## src/rtl/mar_pkg.sv

```systemverilog
`default_nettype none

package mar_pkg;

    // Default build of the readout
    localparam int CHANNELS_DEF    = 6;
    localparam int SAMPLE_BITS_DEF = 24;

    // Fixed port geometry
    localparam int MAX_CH       = 6;
    localparam int SAMPLE_OUT_W = 24;
    localparam int HALF_W       = 8;
    localparam int TIMEOUT_W    = 24;
    localparam int CFG_IDX_W    = 2;
    localparam int CFG_DATA_W   = 24;
    localparam int IN_W         = 8;
    localparam int FLAG_W       = 5;
    localparam int OUT_W        = 152;

    // Configuration register indexes
    localparam logic [CFG_IDX_W-1:0] REG_HALF_PERIOD   = 2'd0;
    localparam logic [CFG_IDX_W-1:0] REG_READY_TIMEOUT = 2'd1;
    localparam logic [CFG_IDX_W-1:0] REG_POWER_ENABLE  = 2'd2;

    // Configuration reset values
    localparam logic [HALF_W-1:0]    HALF_RESET    = 8'd1;
    localparam logic [TIMEOUT_W-1:0] TIMEOUT_RESET = 24'd200000;

    typedef enum logic [3:0] {
        PH_IDLE = 4'b0001,
        PH_WAIT = 4'b0010,
        PH_HIGH = 4'b0100,
        PH_LOW  = 4'b1000
    } t_phase;

    typedef struct packed {
        logic clear;
        logic shift;
    } t_shift_ctl;

endpackage

`default_nettype wire

```

## src/rtl/mar_shift.sv

```systemverilog
`default_nettype none

module mar_shift #(
    parameter int CHANNELS    = mar_pkg::CHANNELS_DEF,
    parameter int SAMPLE_BITS = mar_pkg::SAMPLE_BITS_DEF
) (
    input  wire                             i_clk,
    input  wire                             i_rst_n,
    input  wire                             i_step,
    input  wire  mar_pkg::t_shift_ctl       i_ctl,
    input  wire  [mar_pkg::MAX_CH-1:0]      i_lines,
    output logic [mar_pkg::SAMPLE_OUT_W-1:0] o_sample [mar_pkg::MAX_CH]
);

    logic [SAMPLE_BITS-1:0] r_shift [CHANNELS];
    logic [SAMPLE_BITS-1:0] n_shift [CHANNELS];

    always_comb begin
        for (int k = 0; k < CHANNELS; k++) begin
            n_shift[k] = r_shift[k];
            if (i_step && i_ctl.clear) begin
                n_shift[k] = '0;
            end else if (i_step && i_ctl.shift) begin
                n_shift[k] = {r_shift[k][SAMPLE_BITS-2:0], i_lines[k]};
            end
        end
    end

    always_ff @(posedge i_clk) begin
        for (int k = 0; k < CHANNELS; k++) begin
            if (!i_rst_n) begin
                r_shift[k] <= '0;
            end else begin
                r_shift[k] <= n_shift[k];
            end
        end
    end

    // Present the updated value, sign-extended or cut to the port width
    for (genvar g = 0; g < mar_pkg::MAX_CH; g++) begin : g_out
        if (g < CHANNELS) begin : g_used
            if (SAMPLE_BITS >= mar_pkg::SAMPLE_OUT_W) begin : g_cut
                assign o_sample[g] = n_shift[g][mar_pkg::SAMPLE_OUT_W-1:0];
            end else begin : g_ext
                assign o_sample[g] = {{(mar_pkg::SAMPLE_OUT_W-SAMPLE_BITS)
                                       {n_shift[g][SAMPLE_BITS-1]}}, n_shift[g]};
            end
        end else begin : g_unused
            assign o_sample[g] = '0;
        end
    end

endmodule

`default_nettype wire

```

## src/rtl/mar_seq.sv

```systemverilog
`default_nettype none

module mar_seq #(
    parameter int SAMPLE_BITS = mar_pkg::SAMPLE_BITS_DEF
) (
    input  wire                              i_clk,
    input  wire                              i_rst_n,
    input  wire                              i_step,
    input  wire                              i_start,
    input  wire                              i_line0,
    input  wire  [mar_pkg::HALF_W-1:0]       i_half_ticks,
    input  wire  [mar_pkg::TIMEOUT_W-1:0]    i_timeout_ticks,
    output mar_pkg::t_shift_ctl              o_shift_ctl,
    output logic                             o_clock,
    output logic                             o_busy,
    output logic                             o_valid,
    output logic                             o_timeout
);

    localparam int PW = $clog2(SAMPLE_BITS + 2);
    localparam logic [PW-1:0] LAST_BIT = PW'(SAMPLE_BITS);

    mar_pkg::t_phase                r_phase, n_phase;
    logic [PW-1:0]                  r_pulse, n_pulse;
    logic [mar_pkg::HALF_W-1:0]     r_half, n_half, w_half_inc;
    logic [mar_pkg::TIMEOUT_W-1:0]  r_wait, n_wait;
    logic                           r_clock, n_clock;

    assign w_half_inc = r_half + 1'b1;

    always_comb begin
        n_phase     = r_phase;
        n_pulse     = r_pulse;
        n_half      = r_half;
        n_wait      = r_wait;
        n_clock     = r_clock;
        o_shift_ctl = '0;
        o_valid     = 1'b0;
        o_timeout   = 1'b0;
        if (i_step) begin
            case (r_phase)
                mar_pkg::PH_IDLE: begin
                    if (i_start) begin
                        n_phase = mar_pkg::PH_WAIT;
                        n_wait  = '0;
                    end
                end
                mar_pkg::PH_WAIT: begin
                    if (!i_line0) begin
                        o_shift_ctl.clear = 1'b1;
                        n_pulse = '0;
                        n_half  = '0;
                        n_clock = 1'b1;
                        n_phase = mar_pkg::PH_HIGH;
                    end else if (r_wait >= i_timeout_ticks) begin
                        o_timeout = 1'b1;
                        n_phase   = mar_pkg::PH_IDLE;
                    end else begin
                        n_wait = r_wait + 1'b1;
                    end
                end
                mar_pkg::PH_HIGH: begin
                    n_half = w_half_inc;
                    if (w_half_inc >= i_half_ticks) begin
                        // sample on the tick that ends the high phase
                        o_shift_ctl.shift = (r_pulse < LAST_BIT);
                        n_pulse = r_pulse + 1'b1;
                        n_half  = '0;
                        n_clock = 1'b0;
                        n_phase = mar_pkg::PH_LOW;
                    end
                end
                mar_pkg::PH_LOW: begin
                    n_half = w_half_inc;
                    if (w_half_inc >= i_half_ticks) begin
                        n_half = '0;
                        if (r_pulse <= LAST_BIT) begin
                            n_clock = 1'b1;
                            n_phase = mar_pkg::PH_HIGH;
                        end else begin
                            o_valid = 1'b1;
                            n_phase = mar_pkg::PH_IDLE;
                        end
                    end
                end
                default: begin
                    n_phase = mar_pkg::PH_IDLE;
                end
            endcase
        end
    end

    always_ff @(posedge i_clk) begin
        if (!i_rst_n) begin
            r_phase <= mar_pkg::PH_IDLE;
            r_pulse <= '0;
            r_half  <= '0;
            r_wait  <= '0;
            r_clock <= 1'b0;
        end else begin
            r_phase <= n_phase;
            r_pulse <= n_pulse;
            r_half  <= n_half;
            r_wait  <= n_wait;
            r_clock <= n_clock;
        end
    end

    assign o_clock = n_clock;
    assign o_busy  = (n_phase != mar_pkg::PH_IDLE);

    a_clock_in_high: assert property (@(posedge i_clk) disable iff (!i_rst_n)
        r_clock == (r_phase == mar_pkg::PH_HIGH))
        else $error("serial clock level disagrees with phase");

    a_pulse_bound: assert property (@(posedge i_clk) disable iff (!i_rst_n)
        r_pulse <= LAST_BIT + 1'b1)
        else $error("pulse count beyond last pulse");

    a_done_to_idle: assert property (@(posedge i_clk) disable iff (!i_rst_n)
        (o_valid || o_timeout) |=> (r_phase == mar_pkg::PH_IDLE))
        else $error("sequencer not idle after completion or timeout");

    a_done_excl: assert property (@(posedge i_clk) disable iff (!i_rst_n)
        !(o_valid && o_timeout))
        else $error("valid and timeout in the same tick");

endmodule

`default_nettype wire

```

## src/rtl/multi_adc_serial_readout.sv

```systemverilog
// Path: an item is held in the input register, and the sequencer step writes its result
// into the output register; a stalled receiver holds both registers.
// Throughput: one item per cycle while the receiver is ready; the input register
// refills while the output register is taken, so both sides stream without bubbles.
// Reset (synchronous, active low): sequencer idle, clock low, samples zero, no item held,
// configuration back to half period 1, timeout 200000, power enabled.
`default_nettype none

module multi_adc_serial_readout #(
    parameter int CHANNELS    = mar_pkg::CHANNELS_DEF,
    parameter int SAMPLE_BITS = mar_pkg::SAMPLE_BITS_DEF
) (
    input  wire                                i_clk,
    input  wire                                i_rst_n,
    // bit 0 start_req, bits 6:1 data_lines, bit 7 zero
    input  wire  [mar_pkg::IN_W-1:0]           s_axis_tdata,
    input  wire                                s_axis_tvalid,
    output logic                               s_axis_tready,
    // bit 0 serial_clock, 1 power_pin, 2 busy_res, 3 sample_valid, 4 ready_timeout,
    // then sample_ch0..sample_ch5 at 24 bits each from bit 5, bits 151:149 zero
    output logic [mar_pkg::OUT_W-1:0]          m_axis_tdata,
    output logic                               m_axis_tvalid,
    input  wire                                m_axis_tready,
    input  wire                                i_cfg_valid,
    output logic                               o_cfg_ready,
    input  wire  [mar_pkg::CFG_IDX_W-1:0]      i_cfg_index,
    input  wire  [mar_pkg::CFG_DATA_W-1:0]     i_cfg_data
);

    localparam int PAD_W = mar_pkg::OUT_W - mar_pkg::FLAG_W
                           - mar_pkg::MAX_CH * mar_pkg::SAMPLE_OUT_W;

    // Configuration registers
    logic [mar_pkg::HALF_W-1:0]    r_half_ticks;
    logic [mar_pkg::TIMEOUT_W-1:0] r_timeout_ticks;
    logic                          r_power_en;

    assign o_cfg_ready = 1'b1;

    always_ff @(posedge i_clk) begin
        if (!i_rst_n) begin
            r_half_ticks    <= mar_pkg::HALF_RESET;
            r_timeout_ticks <= mar_pkg::TIMEOUT_RESET;
            r_power_en      <= 1'b1;
        end else if (i_cfg_valid) begin
            case (i_cfg_index)
                mar_pkg::REG_HALF_PERIOD:   r_half_ticks    <= i_cfg_data[mar_pkg::HALF_W-1:0];
                mar_pkg::REG_READY_TIMEOUT: r_timeout_ticks <= i_cfg_data;
                mar_pkg::REG_POWER_ENABLE:  r_power_en      <= i_cfg_data[0];
                default: begin
                end
            endcase
        end
    end

    // Input register
    logic                       r_in_valid;
    logic                       r_in_start;
    logic [mar_pkg::MAX_CH-1:0] r_in_lines;
    logic                       w_step;
    logic                       r_out_valid;

    assign w_step        = r_in_valid && (!r_out_valid || m_axis_tready);
    assign s_axis_tready = !r_in_valid || w_step;

    always_ff @(posedge i_clk) begin
        if (!i_rst_n) begin
            r_in_valid <= 1'b0;
        end else if (s_axis_tready) begin
            r_in_valid <= s_axis_tvalid;
        end
    end

    always_ff @(posedge i_clk) begin
        if (s_axis_tready && s_axis_tvalid) begin
            r_in_start <= s_axis_tdata[0];
            r_in_lines <= s_axis_tdata[mar_pkg::MAX_CH:1];
        end
    end

    // Sequencer and sample registers
    mar_pkg::t_shift_ctl            w_shift_ctl;
    logic                           w_clock, w_busy, w_valid, w_timeout;
    logic [mar_pkg::SAMPLE_OUT_W-1:0] w_sample [mar_pkg::MAX_CH];

    mar_seq #(
        .SAMPLE_BITS (SAMPLE_BITS)
    ) u_seq (
        .i_clk           (i_clk),
        .i_rst_n         (i_rst_n),
        .i_step          (w_step),
        .i_start         (r_in_start),
        .i_line0         (r_in_lines[0]),
        .i_half_ticks    (r_half_ticks),
        .i_timeout_ticks (r_timeout_ticks),
        .o_shift_ctl     (w_shift_ctl),
        .o_clock         (w_clock),
        .o_busy          (w_busy),
        .o_valid         (w_valid),
        .o_timeout       (w_timeout)
    );

    mar_shift #(
        .CHANNELS    (CHANNELS),
        .SAMPLE_BITS (SAMPLE_BITS)
    ) u_shift (
        .i_clk    (i_clk),
        .i_rst_n  (i_rst_n),
        .i_step   (w_step),
        .i_ctl    (w_shift_ctl),
        .i_lines  (r_in_lines),
        .o_sample (w_sample)
    );

    // Result register
    logic [mar_pkg::OUT_W-1:0] r_out_data;

    always_ff @(posedge i_clk) begin
        if (!i_rst_n) begin
            r_out_valid <= 1'b0;
        end else if (w_step) begin
            r_out_valid <= 1'b1;
        end else if (m_axis_tready) begin
            r_out_valid <= 1'b0;
        end
    end

    always_ff @(posedge i_clk) begin
        if (w_step) begin
            r_out_data <= {{PAD_W{1'b0}},
                           w_sample[5], w_sample[4], w_sample[3],
                           w_sample[2], w_sample[1], w_sample[0],
                           w_timeout, w_valid, w_busy, r_power_en, w_clock};
        end
    end

    assign m_axis_tvalid = r_out_valid;
    assign m_axis_tdata  = r_out_data;

endmodule

`default_nettype wire

```

## config.mk

```make
export PLATFORM = sky130hd
export DESIGN_NAME = multi_adc_serial_readout
export DESIGN_NICKNAME = d
export VERILOG_FILES = /design/src/rtl/mar_pkg.sv /design/src/rtl/mar_shift.sv /design/src/rtl/mar_seq.sv /design/src/rtl/multi_adc_serial_readout.sv
export SDC_FILE = /design/constraint.sdc
export NUM_CORES = 1
export LEC_CHECK = 0
export ABC_AREA = 0
export ABC_CLOCK_PERIOD_IN_PS = 17450
export BUFFER_PORTS_ARGS = -buffer_cell sky130_fd_sc_hd__buf_2
export CORE_ASPECT_RATIO = 0.5
export CORE_MARGIN = 3
export CORE_UTILIZATION = 35
export CTS_CLUSTER_DIAMETER = 80
export DETAILED_ROUTE_END_ITERATION = 16
export HOLD_SLACK_MARGIN = 0.03
export PLACE_DENSITY = 0.61
export SYNTH_ARGS = -nofsm -noshare
export SYNTH_HDL_FRONTEND = slang
export SYNTH_HIERARCHICAL = 1
export SYNTH_SLANG_ARGS = --single-unit
```

## constraint.sdc

```tcl
create_clock -name i_clk -period 17.45 [get_ports i_clk]
set_clock_uncertainty 0.2 [all_clocks]
set_input_delay 1.745 -clock i_clk [delete_from_list [all_inputs] [get_ports i_clk]]
set_output_delay 1.745 -clock i_clk [all_outputs]
set_load 0.1 [all_outputs]
```

==> impl_metrics.json, run 1 <==
{
  "nNetsFinal": 1867,
  "final_cells": 2537,
  "final_util": 0.400,
  "fin_tns_setup_ns": 0,
  "hold_viol": 0,
  "syn2layout_area_growth_pct": 12.2,
  "startpoint": "m_axis_tready",
  "rsz0062_at_grt": "false",
  "wl_um": 41500,
  "postRouteAntennaNets": 0,
  "die_area_um2": 58000,
  "insertion_delay_ns": 0.54,
  "finalInstanceArea_um2": 21600,
  "r2r_start": "u_seq/r_half[0]$_SDFFE_PN0P_",
  "worstMarginPinSlew_ns": 1.09,
  "die_h_um": 172,
  "drt_iter0_drc": 965,
  "synth.top_cell.area_share": 0.243,
  "finalSetupViolations": 0,
  "post-dp-hpwl_um": 25600,
  "antenna_found_initial": 2,
  "power_leakage_nw": 7.85,
  "cp_top_family": "buffers and inverters",
  "cts_setup_buffers": 0,
  "synth_edf_count": 156,
  "io_pins": 194,
  "start_kind": "input pin",
  "period_share": 0.341,
  "grt_pass1_wl_um": 66900,
  "max-slew-margin-rel": 0.274,
  "crit_top_cell": "buf_4",
  "wl_per_cell_um": 16.4,
  "clock.fmax_mhz": 168,
  "grt_overflow_total": 0,
  "clkTransAtPathRegs_ns": 0.06,
  "core_um2": 54100,
  "gp_congestion": 0.778,
  "cts_root_buf": "clkbuf_16",
  "synth_cell_types": 67,
  "worstPathArrival_ns": 5.98,
  "yosysSeqAreaShare": 0.473,
  "path_buf_inv": 5,
  "drv_slew": 0,
  "crit_chain": "buf_2 > nor2b_1 > nor2b_4 > buf_12 > nor3b_2 > nand2_1 > inv_8 > buf_4 > buf_4 > a22oi_1",
  "numPortBuffers": 188,
  "cts_resized": 0,
  "synth_flop_cell": "dfxtp_1",
  "postPlaceCellArea_um2": 20300,
  "min_period_ns": 5.96,
  "cts_max_level": 2,
  "grt_usage": 0.139,
  "post_synth.cell_area_avg_um2": 11.3,
  "vias": 13600,
  "cts.sink_count": 377,
  "cts_hold_buf": 0,
  "cellPowerDensity_nw_per_um2": 93.0,
  "min-delay-start": "r_timeout_ticks[7]$_SDFFE_PN0P_",
  "cap_violations": 0,
  "numCtsBuffers": 39,
  "hp-class": "reg2reg",
  "critPathMaxFanout": 267,
  "drc": 0,
  "start_util": 0.356,
  "status": "completed",
  "grt_max_degree": 268,
  "cts_tree": "yes",
  "ys_async_sr_fraction": 0,
  "peakVddDrop_mv": 0.0542,
  "cts_buffer_depth": 3,
  "power_mw": 2.01,
  "dr.pass1.iters": 5,
  "yosys_warnings": 6,
  "fill_cells": 5184,
  "ys_seq_elements": 377,
  "critPathKind": "in2reg",
  "required_ns": 17.48,
  "cpPeakStageDelay_ns": 0.81,
  "drive_above_1_share": 0.312,
  "synth_area_leaders": "edfxtp_1 24%, dfxtp_1 23%, a221oi_2 11%",
  "synth_top_cell_by_area": "edfxtp_1",
  "place_inst": 2464,
  "synthesis.area_um2": 19300,
  "fp.dieW_um": 338,
  "grt_pass1_vias": 12800,
  "viasPerCell": 5.37,
  "slowest_stage": "buf_4",
  "critPathCaptureType": "flip-flop",
  "syn_inst": 1706,
  "rows": 60
}
metrics by stage:
| step | worst slack (ns) | hold slack [ns] |
|---|---|---|
| floorplan | 6.07 | 0.209 |
| global placement | 10.96 | 0.243 |
| detailed placement | 10.89 | 0.250 |
| CTS | 11.48 | 0.260 |
| global route | 11.08 | 0.281 |
| finish | 11.49 | 0.257 |
cell type report:
cell class | instances | area, µm² | share of cell area
Sequential cell | 377 | 9110 | 0.422
Inverter | 47 | 191 | 0.00886
Clock buffer | 58 | 1100 | 0.0508
Clock inverter | 14 | 178 | 0.00822
Antenna cell | 1 | 2.50 | 0.000116
Timing Repair Buffer | 202 | 1060 | 0.0490
Multi-Input combinational cell | 1125 | 9080 | 0.420
Tap cell | 713 | 892 | 0.0413
layer usage:
metal | part of all wire | up-vias | track usage
li1 | - | 6706 | -
met1 | 0.44 | 6684 | 0.178
met2 | 0.50 | 182 | 0.244
met3 | 0.035 | 57 | 0.0256
met4 | 0.019 | 0 | 0.0337
met5 | 0 | - | 0
power by group:
| group | leakage, nW | switching, mW | total, mW | internal, mW |
|---|---|---|---|---|
| Sequential | 3.17 | 0.00726 | 0.944 | 0.937 |
| Clock | 0.624 | 0.355 | 0.851 | 0.497 |
| Combinational | 4.06 | 0.184 | 0.214 | 0.0300 |
| Total | 7.85 | 0.546 | 2.01 | 1.46 |
cells in the final DEF (no fill, tap or decap), drive strengths merged, types with 7 or more instances in the layout:
cell type | netlist | routed
nand2 | 97 | 97
o21ai | 15 | 15
nand3 | 173 | 173
clkinv | 0 | 7
buf | 104 | 202
a21bo | 144 | 144
edfxtp | 156 | 156
nor2b | 17 | 17
clkbuf | 55 | 58
mux2i | 36 | 36
or4 | 13 | 13
nor2 | 17 | 17
o21a | 8 | 8
dfxtp | 221 | 221
inv | 47 | 50
a22oi | 148 | 148
a221oi | 146 | 146
o211ai | 23 | 23
nand2b | 151 | 151
a21oi | 16 | 16
ha | 36 | 36
state kept, by name, indices dropped and copies added (netlist names):
register         cells
u_seq/r_pulse        5
r_power_en           1
u_seq/r_wait        24
r_timeout_ticks     24
r_in_start           1
u_shift/r_shift    144
m_axis_tdata       149
u_seq/r_clock        1
r_half_ticks         8
r_in_lines           6
u_seq/r_phase        4
u_seq/r_half         8
m_axis_tvalid        1
r_in_valid           1
synthesized netlist by cell type, types with 28 or more instances:
cell type,n
a21bo_2,144
a221oi_2,144
a22oi_1,148
buf_2,58
buf_6,28
clkbuf_1,55
dfxtp_1,221
edfxtp_1,156
ha_1,36
inv_1,46
mux2i_1,36
nand2_1,97
nand2b_1,151
nand3_1,172
worst paths after layout:
| kind | to | slack [ns] | depth (start not counted) |
|---|---|---|---|
| max | m_axis_tdata[118]$_DFFE_PP_ | 11.49 | 10 |
| min | r_timeout_ticks[7]$_SDFFE_PN0P_ | 0.26 | 2 |
| max reg2reg | m_axis_tdata[114]$_DFFE_PP_ | 11.62 | 13 |
| min reg2reg | r_timeout_ticks[7]$_SDFFE_PN0P_ | 0.26 | 2 |
worst register-to-register path, stage by stage, from the launching register on:
cell and delay (ns):
dfxtp_1 0.36, ha_1 0.26, nor2b_1 0.15, or2_2 0.28
ha_1 0.28, o21a_1 0.10, nor2_1 0.07, o31ai_2 0.56
nand3_1 0.38, a21oi_4 0.63, buf_4 0.85, buf_4 0.94
nand3_1 0.38, a22oi_1 0.23
cell families (layout without fill, tap and decap cells):
| logic type | after synthesis | after routing | share of synthesized area |
|---|---|---|---|
| DFF | 377 | 377 | 0.473 |
| other | 2 | 5 | 0.000390 |
| AOI/OAI and AO/OA | 522 | 522 | 0.276 |
| muxes | 36 | 36 | 0.0187 |
| xor gates and xnor gates | 6 | 6 | 0.00273 |
| buffers and inverters | 206 | 321 | 0.0578 |
| and+or+nand+nor | 521 | 521 | 0.148 |
| adders and majority gates | 36 | 36 | 0.0234 |
(Power assumes the default switching activity.)
==> run 2, diff against run 1 <==
--- a/config.mk
+++ b/config.mk
@@ -5,8 +5,8 @@
 export SDC_FILE = /design/constraint.sdc
 export NUM_CORES = 1
 export LEC_CHECK = 0
-export ABC_AREA = 0
-export ABC_CLOCK_PERIOD_IN_PS = 17450
+export ABC_AREA = 1
+export ABC_CLOCK_PERIOD_IN_PS = 5800
 export BUFFER_PORTS_ARGS = -buffer_cell sky130_fd_sc_hd__buf_2
 export CORE_ASPECT_RATIO = 0.5
 export CORE_MARGIN = 3
==> constraint.sdc (replaced) <==
create_clock -name i_clk -period 5.8 [get_ports i_clk]
set_clock_uncertainty 0.2 [all_clocks]
set_input_delay 0.58 -clock i_clk [delete_from_list [all_inputs] [get_ports i_clk]]
set_output_delay 0.58 -clock i_clk [all_outputs]
set_load 0.1 [all_outputs]
==> run 2 against run 1 <==
  * Power increased to 2.9 times the previous value
  * First-iteration DRC count increased by 2.5%
  * Flip-flop and latch count did not move
  * Core utilization grew 2.2 points
  * Clock-buffer cell count shrank 10
  * Via count shrank 5.2%
  * Combinational power grew to 2.5 times the previous value
==> impl_metrics.json, run 2 <==
{
  "wl_um": 37300,
  "largest_reg_flops": 149,
  "antenna_found_initial": 0,
  "final_common_cell": "nand2_1",
  "worstMarginPinSlew_ns": 1.05,
  "grt_pass1_wl_um": 60700,
  "critPathKind": "reg2reg",
  "synth.top_cell.area_share": 0.281,
  "viasPerCell": 4.53,
  "cts.sink_count": 377,
  "grt_usage": 0.144,
  "max-slew-margin-rel": 0.298,
  "critPathCaptureType": "flip-flop",
  "fin_tns_setup_ns": 0,
  "ys_seq_elements": 377,
  "grt_max_degree": 213,
  "post_synth.cell_area_avg_um2": 8.14,
  "hold_viol": 0,
  "place_inst": 2772,
  "vias": 12900,
  "drive_above_1_share": 0.160,
  "clock.fmax_mhz": 249,
  "numCtsBuffers": 37,
  "syn_inst": 2047,
  "finalInstanceArea_um2": 19400,
  "ys_async_sr_fraction": 0,
  "hp-class": "in2reg",
  "yosysMostFrequentCell": "nand2_1",
  "insertion_delay_ns": 0.54,
  "synthesis.area_um2": 16700,
  "insertedDiodeCount": 0,
  "final_cells": 2854,
  "cts_resized": 0,
  "post-dp-hpwl_um": 23100,
  "power_leakage_nw": 9.48,
  "multi_input_area_um2": 5540,
  "cts_root_buf": "clkbuf_16",
  "clkTransAtPathRegs_ns": 0.07,
  "synth_edf_count": 156,
  "rsz0062_at_grt": "false",
  "yosysSeqAreaShare": 0.546,
  "grt_pass1_vias": 12000,
  "drv_slew": 0,
  "ff_latch_area_um2": 9110,
  "cap_violations": 0,
  "wl_per_cell_um": 13.1,
  "start_kind": "flip-flop",
  "synth_cell_types": 33,
  "core_um2": 46100,
  "synth_top_cell_by_area": "edfxtp_1",
  "fp.dieW_um": 315,
  "postPlaceCellArea_um2": 18000,
  "postRouteAntennaNets": 0,
  "start_util": 0.362,
  "finalSetupViolations": 0,
  "cts_max_level": 2,
  "status": "completed",
  "required_ns": 5.89,
  "worstPathArrival_ns": 4.11,
  "grt_overflow_total": 0,
  "min_period_ns": 4.02,
  "die_h_um": 160,
  "period_share": 0.693,
  "dr.pass1.iters": 5,
  "critPathMaxFanout": 61,
  "drc": 0,
  "io_pins": 194,
  "yosys_warnings": 6,
  "synth.top_cells.by_count": "359 x nand2_1, 351 x inv_1, 351 x nand3_1, 263 x nor2_1, 221 x dfxtp_1",
  "fill_cells": 4679,
  "cellPowerDensity_nw_per_um2": 304,
  "cts_tree": "yes",
  "synth_area_leaders": "edfxtp_1 28%, dfxtp_1 27%, nand3_1 11%",
  "syn2layout_area_growth_pct": 16.7,
  "final_cell_mix": "359 x nand2_1, 351 x inv_1, 351 x nand3_1",
  "synth_flop_cell": "dfxtp_1",
  "cts_buffer_depth": 3,
  "drt_iter0_drc": 989,
  "peakVddDrop_mv": 0.150,
  "die_area_um2": 50400,
  "numPortBuffers": 188,
  "rows": 55,
  "gp_congestion": 0.823,
  "final_util": 0.422,
  "nNetsFinal": 2273
}
## run 2: kinds of logic after synthesis
kind of cell	Yosys count	share of synthesized area
AOI/OAI and AO/OA	68	0.0230
xor gates and xnor gates	25	0.0131
adders and majority gates	36	0.0270
buffers and inverters	520	0.124
DFF	377	0.546
other	2	0.000450
and+or+nand+nor	1019	0.266
## run 2: layout make-up
| cell class | count | share of cell area |
|---|---|---|
| multi-input combinational | 1152 | 0.285 |
| tap | 627 | 0.0403 |
| sequential | 377 | 0.468 |
| clock inverter | 20 | 0.0133 |
| inverter | 418 | 0.0808 |
| timing repair buffer | 212 | 0.0607 |
| clock buffer | 48 | 0.0519 |
## run 2: what timing repair did
item / CTS / global route
setup buffers: 0 / 0
hold buffers: 14 / 0
hold endpoints to repair: 14 / 0
## run 2: path summary, 6_finish.rpt
| check | end | slack, ns | from | cells after the start |
|---|---|---|---|---|
| max reg2reg | m_axis_tdata[97]$_DFFE_PP_ | 1.78 | u_seq/r_half[0]$_SDFFE_PN0P_ | 18 |
| min | r_timeout_ticks[15]$_SDFFE_PN0P_ | 0.06 | i_cfg_data[15] | 3 |
| min reg2reg | m_axis_tdata[1]$_DFFE_PP_ | 0.23 | r_power_en$_SDFFE_PN1P_ | 0 |
| max | m_axis_tdata[97]$_DFFE_PP_ | 1.78 | u_seq/r_half[0]$_SDFFE_PN0P_ | 18 |
## run 2: power breakdown
part,leakage (nW),total (mW),internal (mW),switching (mW)
combinational,5.59,0.543,0.0761,0.467
sequential,3.28,2.84,2.81,0.0226
clock,0.611,2.53,1.47,1.06
## run 2: critical path, stage by stage (launching register included)
cell and delay (ns):
dfxtp_1 0.36, inv_1 0.09, nor3_1 0.26, nand3_1 0.14
nor2_1 0.14, xnor2_1 0.13, inv_1 0.07, ha_1 0.29
nand2_1 0.09, nor2_1 0.05, nor3_1 0.19, nand2_1 0.20
nand2_1 0.21, nor2_4 0.07, nand2_4 0.54, buf_4 0.45
nand2_1 0.10, nand3_1 0.12, inv_1 0.05
## run 2: metal layers
| metal | wire length, µm | vias up | track usage |
|---|---|---|---|
| li1 | - | 6654 | - |
| met1 | 16100 | 6003 | 0.179 |
| met2 | 18800 | 202 | 0.256 |
| met3 | 1460 | 56 | 0.0248 |
| met4 | 868 | 0 | 0.0417 |
| met5 | 0 | - | 0 |
## run 2: stage by stage
stage | power [mW] | hold WS [ns] | worst slack [ns]
after floorplan | 3.34 | 0.209 | 0.685
after global placement | 3.43 | 0.220 | 1.85
after detailed placement | 3.44 | 0.222 | 1.80
after CTS | 6.01 | 0.0318 | 1.76
after global routing | 6.16 | 0.0375 | 1.26
final | 5.91 | 0.0627 | 1.78
==> run 3, diff against run 2 <==
--- a/config.mk
+++ b/config.mk
@@ -6,7 +6,7 @@
 export NUM_CORES = 1
 export LEC_CHECK = 0
 export ABC_AREA = 1
-export ABC_CLOCK_PERIOD_IN_PS = 5800
+export ABC_CLOCK_PERIOD_IN_PS = 3800
 export BUFFER_PORTS_ARGS = -buffer_cell sky130_fd_sc_hd__buf_2
 export CORE_ASPECT_RATIO = 0.5
 export CORE_MARGIN = 3
==> constraint.sdc (replaced) <==
create_clock -name i_clk -period 3.8 [get_ports i_clk]
set_clock_uncertainty 0.2 [all_clocks]
set_input_delay 0.38 -clock i_clk [delete_from_list [all_inputs] [get_ports i_clk]]
set_output_delay 0.38 -clock i_clk [all_outputs]
set_load 0.1 [all_outputs]
==> run 3 against run 2 <==
  * Final area increased by 1.5%
  * Hold slack better by 0.043 ns
  * Global-route usage hardly changed
  * Die area unchanged
  * Clock-buffer cell count is 1 higher
  * Critical path type unchanged
  * Largest power group unchanged
  * Highest routed layer unchanged
==> impl_metrics.json, run 3 (synthesis results as in run 2) <==
{
  "status": "completed",
  "place_inst": 2781,
  "power_mw": 8.83,
  "grt_pass1_wl_um": 61000,
  "cts_max_level": 2,
  "fp.dieW_um": 315,
  "wl_per_cell_um": 12.9,
  "drt_iter0_drc": 893,
  "required_ns": 3.88,
  "drive_above_1_share": 0.159,
  "nNetsFinal": 2304,
  "numPortBuffers": 188,
  "core_um2": 46100,
  "grt_overflow_total": 0,
  "vias": 13100,
  "postRouteAntennaNets": 0,
  "min-delay-start": "i_cfg_index[0]",
  "power_leakage_nw": 9.61,
  "post-dp-hpwl_um": 23300,
  "critPathCaptureType": "flip-flop",
  "r2r_start": "u_seq/r_half[0]$_SDFFE_PN0P_",
  "final_cell_mix": "358 x nand2_1, 351 x inv_1, 351 x nand3_1",
  "cts_root_buf": "clkbuf_16",
  "clock.fmax_mhz": 288,
  "hp-class": "in2reg",
  "cellPowerDensity_nw_per_um2": 448,
  "grt_pass1_vias": 12300,
  "die_h_um": 160,
  "final_cells": 2885,
  "start_util": 0.362,
  "drv_slew": 0,
  "cts_setup_buffers": 0,
  "peakVddDrop_mv": 0.232,
  "drc": 0,
  "worstMarginPinSlew_ns": 0.968,
  "largest_reg_flops": 149,
  "max-slew-margin-rel": 0.354,
  "worstPathArrival_ns": 3.56,
  "rows": 55,
  "cts.sink_count": 377,
  "die_area_um2": 50400,
  "critPathKind": "reg2reg",
  "io_pins": 194,
  "rrSetupSlack_ns": 0.32,
  "finalSetupViolations": 0,
  "place_ws_ns": 0.325,
  "gp_congestion": 0.851,
  "viasPerCell": 4.53,
  "hold_viol": 0,
  "finalInstanceArea_um2": 19700,
  "antenna_found_initial": 1,
  "rsz0062_at_grt": "true",
  "start_kind": "flip-flop",
  "final_common_cell": "nand2_1",
  "cts_tree": "yes",
  "insertion_delay_ns": 0.54,
  "numCtsBuffers": 36,
  "min_period_ns": 3.48,
  "r2r_cells": 17,
  "clkTransAtPathRegs_ns": 0.06,
  "wl_um": 37200,
  "fill_cells": 4649,
  "postPlaceCellArea_um2": 18200,
  "hold_path_end": "r_half_ticks[0]$_SDFFE_PN1P_",
  "timing.final.ws_setup_ns": 0.323,
  "cap_violations": 0,
  "dr.pass1.iters": 5,
  "cts_buffer_depth": 3,
  "critPathMaxFanout": 86,
  "min_delay_path_depth": 5,
  "grt_usage": 0.144,
  "period_share": 0.915,
  "grt_max_degree": 141,
  "syn2layout_area_growth_pct": 18.4,
  "rr_endpoint": "m_axis_tdata[143]$_DFFE_PP_"
}
-- run 3: changes by cell type in the layout (fill, tap and decap cells not counted), moves of 2 or more --
cell | before | now
clkinv_1 | 4 | 7
buf_12 | 2 | 7
clkbuf_1 | 8 | 12
clkinvlp_4 | 3 | 0
buf_4 | 8 | 11
clkbuf_8 | 2 | 0
dlygate4sd3_1 | 14 | 37
-- run 3: repair_timing --
| item | in CTS | in global routing |
|---|---|---|
| hold buffers | 37 | 0 |
| resized for setup | 0 | 2 |
| hold endpoints to repair | 42 | 0 |
| endpoints found under the setup margin | 0 | 77 |
-- run 3: worst max-delay path, stage by stage, from the launching register on --
cell and delay [ns]:
dfxtp_1 0.37, inv_1 0.09, nor3_1 0.26, nand3_1 0.13, nor2_1 0.14, xnor2_1 0.13, inv_1 0.07, ha_1 0.29
nand2_1 0.07, nor2_1 0.10, nor3_1 0.06, nand2_1 0.18, nand2_2 0.13, nor2_4 0.23, buf_16 0.32, nand3_1 0.13
nand3_1 0.13, inv_1 0.07
-- run 3: power by group --
part	leakage, nW	total [mW]	internal, mW	switching, mW
sequential	3.28	4.33	4.29	0.0337
combinational	5.76	0.854	0.135	0.719
clock	0.566	3.65	2.08	1.57
total	9.61	8.83	6.51	2.32
-- run 3: metal layers --
| layer | track usage | share of wire | wire length, µm |
|---|---|---|---|
| met1 | 0.177 | 0.44 | 16200 |
| met2 | 0.260 | 0.50 | 18700 |
| met3 | 0.0232 | 0.039 | 1450 |
| met4 | 0.0427 | 0.023 | 838 |
| met5 | 0 | 0 | 0 |
-- run 3: worst max path at each step --
| stage | start | to | slack, ns | depth (start not counted) |
|---|---|---|---|---|
| floorplan | m_axis_tvalid$_SDFFE_PN0P_ | u_seq/r_wait[2]$_SDFFE_PN0P_ | -0.98 | 8 |
| global placement | u_seq/r_half[0]$_SDFFE_PN0P_ | m_axis_tdata[132]$_DFFE_PP_ | 0.33 | 18 |
| detailed placement | u_seq/r_half[0]$_SDFFE_PN0P_ | m_axis_tdata[132]$_DFFE_PP_ | 0.33 | 18 |
| CTS | u_seq/r_half[0]$_SDFFE_PN0P_ | m_axis_tdata[66]$_DFFE_PP_ | 0.30 | 17 |
| global route | u_seq/r_half[0]$_SDFFE_PN0P_ | m_axis_tdata[14]$_DFFE_PP_ | -0.0003 | 18 |
| finish | u_seq/r_half[0]$_SDFFE_PN0P_ | m_axis_tdata[143]$_DFFE_PP_ | 0.32 | 17 |
-- run 3: final cells by class --
type                       count  area, µm²  share of cell area
tap                          627        785              0.0398
clock buffer                  49        971              0.0492
inverter                     418       1570              0.0796
timing repair buffer         244       1560              0.0791
clock inverter                17        193             0.00976
antenna                        1       2.50            0.000127
sequential                   377       9110               0.462
multi-input combinational   1152       5540               0.281
-- run 3: stage by stage --
stage               setup TNS [ns]   util  hold slack [ns]
floorplan                  -259.90      -            0.209
global placement                 0  0.394            0.220
detailed placement               0  0.394            0.220
CTS                              0  0.428           0.0808
global route             -0.000284  0.428            0.117
finish                           0  0.428            0.106
